### src/sv/sorted_int_set_range_query_top_macros.svh
// Assertion macros for the sorted set block.
`ifndef SORTED_INT_SET_RANGE_QUERY_TOP_MACROS_SVH
`define SORTED_INT_SET_RANGE_QUERY_TOP_MACROS_SVH

// Checks that an antecedent implies a consequent in the same cycle.
`define SIS_ASSERT_IMPL(label, ante, cons, msg) \
  label: assert property (@(posedge clk) disable iff (!rst_n) (ante) |-> (cons)) \
    else $error(msg);

// Checks that an antecedent implies a consequent in the next cycle.
`define SIS_ASSERT_NEXT(label, ante, cons, msg) \
  label: assert property (@(posedge clk) disable iff (!rst_n) (ante) |=> (cons)) \
    else $error(msg);

`endif

### src/sv/sis_pkg.sv
package sis_pkg;
  localparam int Capacity = 64;
  localparam int IdxW = $clog2(Capacity);
  localparam int CntW = $clog2(Capacity + 1);
  localparam int QDepth = 2;

  localparam logic [1:0] REQ_INSERT = 2'd0;
  localparam logic [1:0] REQ_SEARCH = 2'd1;
  localparam logic [1:0] REQ_RANGE  = 2'd2;
  localparam logic [1:0] REQ_UNUSED = 2'd3;

  typedef struct packed {
    logic [1:0]         req_type;
    logic signed [31:0] key_value;
    logic signed [31:0] range_high;
  } req_t;

  typedef struct packed {
    logic               result_kind;
    logic               found;
    logic signed [31:0] item_value;
    logic               last_item;
  } res_t;
endpackage

### src/sv/sis_if.sv
interface sis_req_if import sis_pkg::*; ();
  logic valid;
  logic ready;
  req_t data;
  modport source(output valid, output data, input ready);
  modport sink(input valid, input data, output ready);
endinterface

interface sis_res_if import sis_pkg::*; ();
  logic valid;
  logic ready;
  res_t data;
  modport source(output valid, output data, input ready);
  modport sink(input valid, input data, output ready);
endinterface

### src/sv/sis_ram.sv
module sis_ram #(
  parameter int Width = 32,
  parameter int Depth = 64
) (
  input  logic                     clk,
  input  logic                     we,
  input  logic [$clog2(Depth)-1:0] waddr,
  input  logic [Width-1:0]         wdata,
  input  logic [$clog2(Depth)-1:0] raddr,
  output logic [Width-1:0]         rdata
);
  logic [Width-1:0] mem [Depth];
  always_ff @(posedge clk) begin
    if (we) begin
      mem[waddr] <= wdata;
    end
    rdata <= mem[raddr];
  end
endmodule

### src/sv/sis_front.sv
// Accepts requests, drops unused codes and queues the rest for the engine.
module sis_front import sis_pkg::*; (
  input  logic clk,
  input  logic rst_n,
  sis_req_if.sink in_ch,
  output logic q_valid,
  output req_t q_data,
  input  logic q_pop
);
  req_t q_r [QDepth];
  logic [$clog2(QDepth)-1:0] wp_r, rp_r;
  logic [$clog2(QDepth):0] cnt_r;
  logic push, keep;

  assign in_ch.ready = (cnt_r != ($clog2(QDepth)+1)'(QDepth));
  assign keep = (in_ch.data.req_type != REQ_UNUSED);
  assign push = in_ch.valid && in_ch.ready && keep;
  assign q_valid = (cnt_r != '0);
  assign q_data = q_r[rp_r];

  always_ff @(posedge clk) begin
    if (!rst_n) begin
      wp_r <= '0;
      rp_r <= '0;
      cnt_r <= '0;
    end else begin
      if (push) begin
        wp_r <= wp_r + 1'b1;
      end
      if (q_pop && q_valid) begin
        rp_r <= rp_r + 1'b1;
      end
      cnt_r <= cnt_r + (($clog2(QDepth)+1)'(push)) - (($clog2(QDepth)+1)'(q_pop && q_valid));
    end
    if (push) begin
      q_r[wp_r] <= in_ch.data;
    end
  end
endmodule

### src/sv/sis_back.sv
// Executes one request at a time by walking the table through the RAM.
module sis_back import sis_pkg::*; (
  input  logic clk,
  input  logic rst_n,
  input  logic q_valid,
  input  req_t q_data,
  output logic q_pop,
  sis_res_if.source out_ch,
  output logic busy
);
  localparam logic [2:0] S_IDLE = 3'd0;
  localparam logic [2:0] S_SCAN = 3'd1;
  localparam logic [2:0] S_SHIFT = 3'd2;
  localparam logic [2:0] S_EMIT = 3'd3;

  logic [2:0] st_r, st_nxt;
  req_t req_r, req_nxt;
  logic [CntW-1:0] cnt_r, cnt_nxt;
  logic [CntW-1:0] idx_r, idx_nxt;
  logic pend_r, pend_nxt;
  logic signed [31:0] pval_r, pval_nxt;
  logic out_v_r, out_v_nxt;
  res_t out_r, out_nxt;
  logic hit_r, hit_nxt;

  logic we;
  logic [IdxW-1:0] waddr, raddr;
  logic [31:0] wdata, rdata;
  logic signed [31:0] rv;

  sis_ram #(.Width(32), .Depth(Capacity)) u_ram (
    .clk(clk), .we(we), .waddr(waddr), .wdata(wdata), .raddr(raddr), .rdata(rdata)
  );

  assign rv = signed'(rdata);
  assign out_ch.valid = out_v_r;
  assign out_ch.data = out_r;
  assign busy = (st_r != S_IDLE) || out_v_r;

  always_comb begin
    st_nxt = st_r;
    req_nxt = req_r;
    cnt_nxt = cnt_r;
    idx_nxt = idx_r;
    pend_nxt = 1'b0;
    pval_nxt = pval_r;
    hit_nxt = hit_r;
    out_v_nxt = out_v_r && !out_ch.ready;
    out_nxt = out_r;
    q_pop = 1'b0;
    we = 1'b0;
    waddr = idx_r[IdxW-1:0];
    wdata = req_r.key_value;
    raddr = idx_r[IdxW-1:0];
    unique case (st_r)
      S_IDLE: begin
        if (q_valid) begin
          q_pop = 1'b1;
          req_nxt = q_data;
          idx_nxt = '0;
          hit_nxt = 1'b0;
          raddr = '0;
          pend_nxt = 1'b1;
          st_nxt = (q_data.req_type == REQ_RANGE) ? S_EMIT : S_SCAN;
        end
      end
      S_SCAN: begin
        // Walk ascending until key position is found.
        if (idx_r == cnt_r || (pend_r && rv >= req_r.key_value)) begin
          if (req_r.req_type == REQ_SEARCH) begin
            if (!out_v_r || out_ch.ready) begin
              out_v_nxt = 1'b1;
              out_nxt = '{result_kind: 1'b0,
                          found: (idx_r != cnt_r) && rv == req_r.key_value,
                          item_value: '0, last_item: 1'b1};
              st_nxt = S_IDLE;
            end else begin
              pend_nxt = pend_r;
            end
          end else if ((idx_r != cnt_r && rv == req_r.key_value) ||
                       cnt_r == CntW'(Capacity)) begin
            st_nxt = S_IDLE;
          end else begin
            // Shift from idx_r up to the top.
            pval_nxt = req_r.key_value;
            hit_nxt = 1'b0;
            st_nxt = S_SHIFT;
            raddr = idx_r[IdxW-1:0];
            pend_nxt = 1'b1;
          end
        end else if (pend_r) begin
          idx_nxt = idx_r + 1'b1;
          raddr = idx_nxt[IdxW-1:0];
          pend_nxt = 1'b1;
        end else begin
          raddr = idx_r[IdxW-1:0];
          pend_nxt = 1'b1;
        end
      end
      S_SHIFT: begin
        // Ripple upward: write carried value, carry out old entry.
        we = 1'b1;
        wdata = pval_r;
        if (idx_r == cnt_r) begin
          cnt_nxt = cnt_r + 1'b1;
          st_nxt = S_IDLE;
        end else if (pend_r) begin
          pval_nxt = rv;
          idx_nxt = idx_r + 1'b1;
          raddr = idx_nxt[IdxW-1:0];
          pend_nxt = 1'b1;
          we = 1'b1;
        end else begin
          we = 1'b0;
          raddr = idx_r[IdxW-1:0];
          pend_nxt = 1'b1;
        end
      end
      S_EMIT: begin
        // hit_r holds whether an earlier match awaits output in pval_r.
        if (!pend_r) begin
          raddr = idx_r[IdxW-1:0];
          pend_nxt = 1'b1;
        end else if (out_v_r && !out_ch.ready) begin
          pend_nxt = 1'b1;
        end else if (idx_r == cnt_r) begin
          if (hit_r) begin
            out_v_nxt = 1'b1;
            out_nxt = '{result_kind: 1'b1, found: 1'b0, item_value: pval_r, last_item: 1'b1};
          end
          st_nxt = S_IDLE;
        end else begin
          if (rv >= req_r.key_value && rv <= req_r.range_high) begin
            if (hit_r) begin
              out_v_nxt = 1'b1;
              out_nxt = '{result_kind: 1'b1, found: 1'b0, item_value: pval_r, last_item: 1'b0};
            end
            hit_nxt = 1'b1;
            pval_nxt = rv;
          end
          idx_nxt = idx_r + 1'b1;
          raddr = idx_nxt[IdxW-1:0];
          pend_nxt = 1'b1;
        end
      end
      default: st_nxt = S_IDLE;
    endcase
  end

  always_ff @(posedge clk) begin
    if (!rst_n) begin
      st_r <= S_IDLE;
      cnt_r <= '0;
      out_v_r <= 1'b0;
      pend_r <= 1'b0;
    end else begin
      st_r <= st_nxt;
      cnt_r <= cnt_nxt;
      out_v_r <= out_v_nxt;
      pend_r <= pend_nxt;
    end
    req_r <= req_nxt;
    idx_r <= idx_nxt;
    pval_r <= pval_nxt;
    hit_r <= hit_nxt;
    out_r <= out_nxt;
  end
endmodule

### src/sv/sorted_int_set_range_query_top.sv
// Sorted set of distinct signed 32-bit values with insert, search and range
// query. Requests enter a two-item queue, so the input keeps accepting while
// the engine works; request code 3 is dropped at the input. The engine reads
// the table from one RAM with a single read and a single write port, one entry
// per cycle while no waiting result is held by the receiver. After taking the
// item from the queue, a search scans up to the first entry not below the key,
// an insert scans to its position and then ripples the entries above it up by
// one, and a range query visits every stored entry once. Results leave through
// an output register; each range value is held back until the next match or
// the end of the scan is seen, so the last one can be marked.
module sorted_int_set_range_query_top import sis_pkg::*; (
  input  logic clk,
  input  logic rst_n,
  sis_req_if.sink   in_ch,
  sis_res_if.source out_ch
);
  `include "sorted_int_set_range_query_top_macros.svh"

  logic q_valid, q_pop, busy;
  req_t q_data;

  sis_front u_front (
    .clk(clk), .rst_n(rst_n), .in_ch(in_ch),
    .q_valid(q_valid), .q_data(q_data), .q_pop(q_pop)
  );

  sis_back u_back (
    .clk(clk), .rst_n(rst_n), .q_valid(q_valid), .q_data(q_data),
    .q_pop(q_pop), .out_ch(out_ch), .busy(busy)
  );

  // The engine only takes work from a nonempty queue.
  `SIS_ASSERT_IMPL(a_pop_valid, q_pop, q_valid, "pop from empty queue")
  // A search answer is always the last result of its request.
  `SIS_ASSERT_IMPL(a_search_last, out_ch.valid && !out_ch.data.result_kind,
                   out_ch.data.last_item, "search answer without last mark")
  // A pending result implies the engine reports busy.
  `SIS_ASSERT_IMPL(a_busy, out_ch.valid, busy, "result pending while idle")
endmodule

### src/flat_wrapper.sv
// flat-port wrapper written by rule: the top's interface ports become plain ports
module sorted_int_set_range_query_top_flat import sis_pkg::*;
  (clk, rst_n, in_ch_valid, in_ch_data, in_ch_ready, out_ch_valid, out_ch_data, out_ch_ready);
  sis_req_if in_ch_i ();
  sis_res_if out_ch_i ();
  input  logic clk;
  input  logic rst_n;
  input wire logic [$bits(in_ch_i.valid)-1:0] in_ch_valid;
  input wire logic [$bits(in_ch_i.data)-1:0] in_ch_data;
  output wire logic [$bits(in_ch_i.ready)-1:0] in_ch_ready;
  output wire logic [$bits(out_ch_i.valid)-1:0] out_ch_valid;
  output wire logic [$bits(out_ch_i.data)-1:0] out_ch_data;
  input wire logic [$bits(out_ch_i.ready)-1:0] out_ch_ready;
  assign in_ch_i.valid = in_ch_valid;
  assign in_ch_i.data = in_ch_data;
  assign in_ch_ready = in_ch_i.ready;
  assign out_ch_valid = out_ch_i.valid;
  assign out_ch_data = out_ch_i.data;
  assign out_ch_i.ready = out_ch_ready;
  sorted_int_set_range_query_top u_core (.clk(clk), .rst_n(rst_n), .in_ch(in_ch_i), .out_ch(out_ch_i));
endmodule
### config.mk
export PLATFORM = sky130hd
export DESIGN_NAME = sorted_int_set_range_query_top_flat
export DESIGN_NICKNAME = d
export VERILOG_FILES = /design/src/sv/sis_pkg.sv /design/src/sv/sis_if.sv /design/src/sv/sis_ram.sv /design/src/sv/sis_front.sv /design/src/sv/sis_back.sv /design/src/sv/sorted_int_set_range_query_top.sv /design/src/flat_wrapper.sv
export VERILOG_INCLUDE_DIRS = /design/src /design/src/sv
export SDC_FILE = /design/constraint.sdc
export NUM_CORES = 2
export LEC_CHECK = 0
export BUFFER_PORTS_ARGS = -buffer_cell sky130_fd_sc_hd__clkbuf_2
export CELL_PAD_IN_SITES_DETAIL_PLACEMENT = 1
export CELL_PAD_IN_SITES_GLOBAL_PLACEMENT = 2
export CORE_MARGIN = 3
export CORE_UTILIZATION = 50
export CTS_BUF_LIST = sky130_fd_sc_hd__clkbuf_16
export DETAILED_ROUTE_END_ITERATION = 7
export PLACE_DENSITY_LB_ADDON = 0.1
export SYNTH_ARGS = -nofsm -noshare
export SYNTH_HDL_FRONTEND = slang
export SYNTH_SLANG_ARGS = --single-unit
### constraint.sdc
create_clock -name clk -period 8.9 [get_ports clk]
set_input_delay 1.335 -clock clk [delete_from_list [all_inputs] [get_ports clk]]
set_output_delay 1.335 -clock clk [all_outputs]
set_load 0.05 [all_outputs]
==> impl_metrics.toml <==
[critical_path]
arrival_ps = 8010
path_buf_inv = 2
cp_common_cell = "mux2i_1"
cp_cell_sequence = "ha_1 > nand4_1 > nor4_2 > nand3_1 > and4_1 > a211oi_4 > buf_4 > buf_12 > mux2i_1 > mux2i_1 > mux2i_1 > a32oi_1 > o21ai_1 > a311oi_1"
path_class = "flip-flop to flip-flop"
critPathLaunchType = "flip-flop"
critPathTopFamily = "compound AO/OA/AOI/OAI gates"
crit_fanout = 76
worst-r2r-cell-count = 14
slowest_delay_ps = 1190
worst-path-stages = 14
slowest_stage = "a311oi_1"
crit_required_ps = 9550
end_kind = "flip-flop"

[min_path]
min_path_cells = 2
hp-class = "flip-flop to flip-flop"

[synthesis]
synth-simple-area-share_pct = 12.2
syn-cell-area_mm2 = 0.0946
synth.avg_cell_area_um2 = 14.1
synth.most_common_cell = "edfxtp_1"
synth_top_family_by_area = "simple AND/OR/NAND/NOR gates"
synthXorXnorAreaFrac_pct = 0.194
synth_area_leaders = "edfxtp_1 (74%), nand2_1 (5.9%), nand3_1 (4.3%)"
ys_seq_elements = 2369
syn_nets = 6836
synthFlopType = "edfxtp_1"
synth_compound_area_share_pct = 5.25
seq_area_frac_synth_pct = 74.7
synth_fa_ha_area_share_pct = 0.979
muxShareOfSynthArea_pct = 4.22
async_reset_ff_share_pct = 0
synth_edf_count = 2321
syn_inst = 6692
synth_cell_types = 94
synth.top_cell.area_share_pct = 73.7
synth_area_leader_cell = "edfxtp_1"
synthTopCellsByCount = "edfxtp_1 (2,321), nand2_1 (1,488), nand3_1 (811)"
yosys_warnings = 0

[cells_and_area]
final_cells = 9529
fillCellCount = 17800
multi_input_area_mm2 = 0.0226
syn2layout_area_growth_pct = 12.8
seqCellArea_mm2 = 0.0707
drive_above_1_share_pct = 12.7
postLayoutCellArea_mm2 = 0.107
final_nets = 6984

[routing]
initialDrtViolationCount = 7439
wl_per_cell_um = 31.5
vias_per_cell = 6.26
ant_nets = 0
drc_errors = 0
num_vias = 59700
wirelength_um = 301000
first_pass_iters = 7

[cts]
cts_made_buffers = 240
cts_resized = 0
cts_buffer_depth = 3
cts_sinks = 2369
cts_tree = "yes"
post_cts_buffers = 0
cts_max_level = 4
cts.clk_slew.worst_paths_ps = 70
clock_latency_ps = 900
cts-root-buf = "clkbuf_16"
cts_hold_buf = 0

[sta]
worstMarginPinSlew_ps = 1360
relSlewSlack_pct = 6.97
fmax_mhz = 136
rsz0062_at_grt = "no"
finalHoldViolCount = 0
tns_ps = 0
finalCriticalPeriod_ps = 7360
setup_viol = 0
slew_viol_final = 0
post-route-period-util_pct = 82.7
hold_ws_ps = 531
skew_ps = 56.7

[global_routing]
first_global_vias = 60800
grt.busiest_layer = "met2"
grtUsageMet2_pct = 47.2
track_usage_pct = 30.7
grt_pass1_wl_um = 430000
met1_usage_pct = 44.4
antenna_found_initial = 25
grt_start_max_net_pins = 135
met3_usage_pct = 5.78
overflow = 0

[place]
port-buffer-count = 106
dpl.hpwl_um = 170000
gp_congestion = 0.844
dpl_cell_area_mm2 = 0.0990
placed_cells = 9078

[floorplan]
die_w_um = 441
initial_utilization_pct = 50.7
io-pin-count = 107
coreArea_mm2 = 0.187
die_h_um = 441
die_area_mm2 = 0.194
rows = 158

[status]
status = "finished, final reports clean"

[job]
cap_viol_max_count = 0
==> layout make-up <==
type | count | area share, %
antenna | 4 | 0.00938
timing repair buffer | 310 | 2.14
tap | 2480 | 2.91
sequential | 2369 | 66.2
clock inverter | 207 | 1.58
inverter | 80 | 0.282
multi-input combinational | 3839 | 21.2
clock buffer | 240 | 5.63
==> layout by cell type (no fill, tap or decap), types with 72 or more instances in the layout <==
cell / count
o21ai_0: 146
edfxtp_1: 2321
clkbuf_16: 240
inv_1: 125
a21oi_1: 160
nand2_1: 1488
clkbuf_2: 106
buf_4: 186
ha_1: 72
nor2_1: 94
nand3_1: 811
mux2i_1: 234
==> kinds of logic (layout without fill, tap and decap cells) <==
family,after synthesis,after routing
buf+inv,484,837
mux,343,343
other cells,0,4
flops,2369,2369
simple gates,2661,2661
compound gates,740,740
xor+xnor,21,21
fa+ha+maj,74,74
==> metal layers <==
| layer | share of wire, % | wire length [um] |
|---|---|---|
| met1 | 42 | 127000 |
| met3 | 9.2 | 27600 |
| met5 | 0.011 | 34 |
| met2 | 45 | 136000 |
| met4 | 3.4 | 10200 |
==> worst reg2reg max path: cells and delay by family, from the launching register on <==
family / cells / cell delay, ps
AOI/OAI and AO/OA: 4 / 3060
and+or+nand+nor: 4 / 1740
buffers and inverters: 2 / 890
DFF: 1 / 650
muxes: 3 / 550
adders and majority gates: 1 / 230
==> flip-flops by register name, summed over array words and instances (netlist names), named ones only <==
signal and count:
u_core.u_front.cnt_r 2, u_core.u_back.cnt_r 7, u_core.u_front.rp_r 1, u_core.u_back.idx_r 7, u_core.u_back.hit_r 1, u_core.u_back.u_ram.mem 2048, u_core.u_back.out_ch.valid 1, u_core.u_back.u_ram.rdata 32
u_core.u_front.wp_r 1, u_core.u_back.req_r 66, u_core.u_back.pend_r 1, u_core.u_front.q_r 132, u_core.u_back.st_r 2, u_core.u_back.out_ch.data 35, u_core.u_back.pval_r 32
==> path summary, 6_finish.rpt <==
| check | end | startpoint | slack (ps) |
|---|---|---|---|
| setup / recovery | u_core.u_back.u_ram.rdata[0] | u_core.u_back.u_ram.rdata[24] | 1540 |
| hold / removal | u_core.u_front.rp_r | u_core.u_front.rp_r | 530 |
| setup reg to reg | u_core.u_back.u_ram.rdata[0] | u_core.u_back.u_ram.rdata[24] | 1540 |
| hold reg to reg | u_core.u_front.rp_r | u_core.u_front.rp_r | 530 |
==> per-stage QoR <==
step                      utilization (%)  setup slack [ps]
after floorplan                         -              3520
final                                57.2              1540
after detailed placement             53.0              1900
after global placement               53.0              1800
after CTS                            57.1              1810
after global routing                 57.1              1500
Power is left out: the tool's default activity adds up to more than one toggle a clock period on the data nets, which glitch-free logic cannot reach.
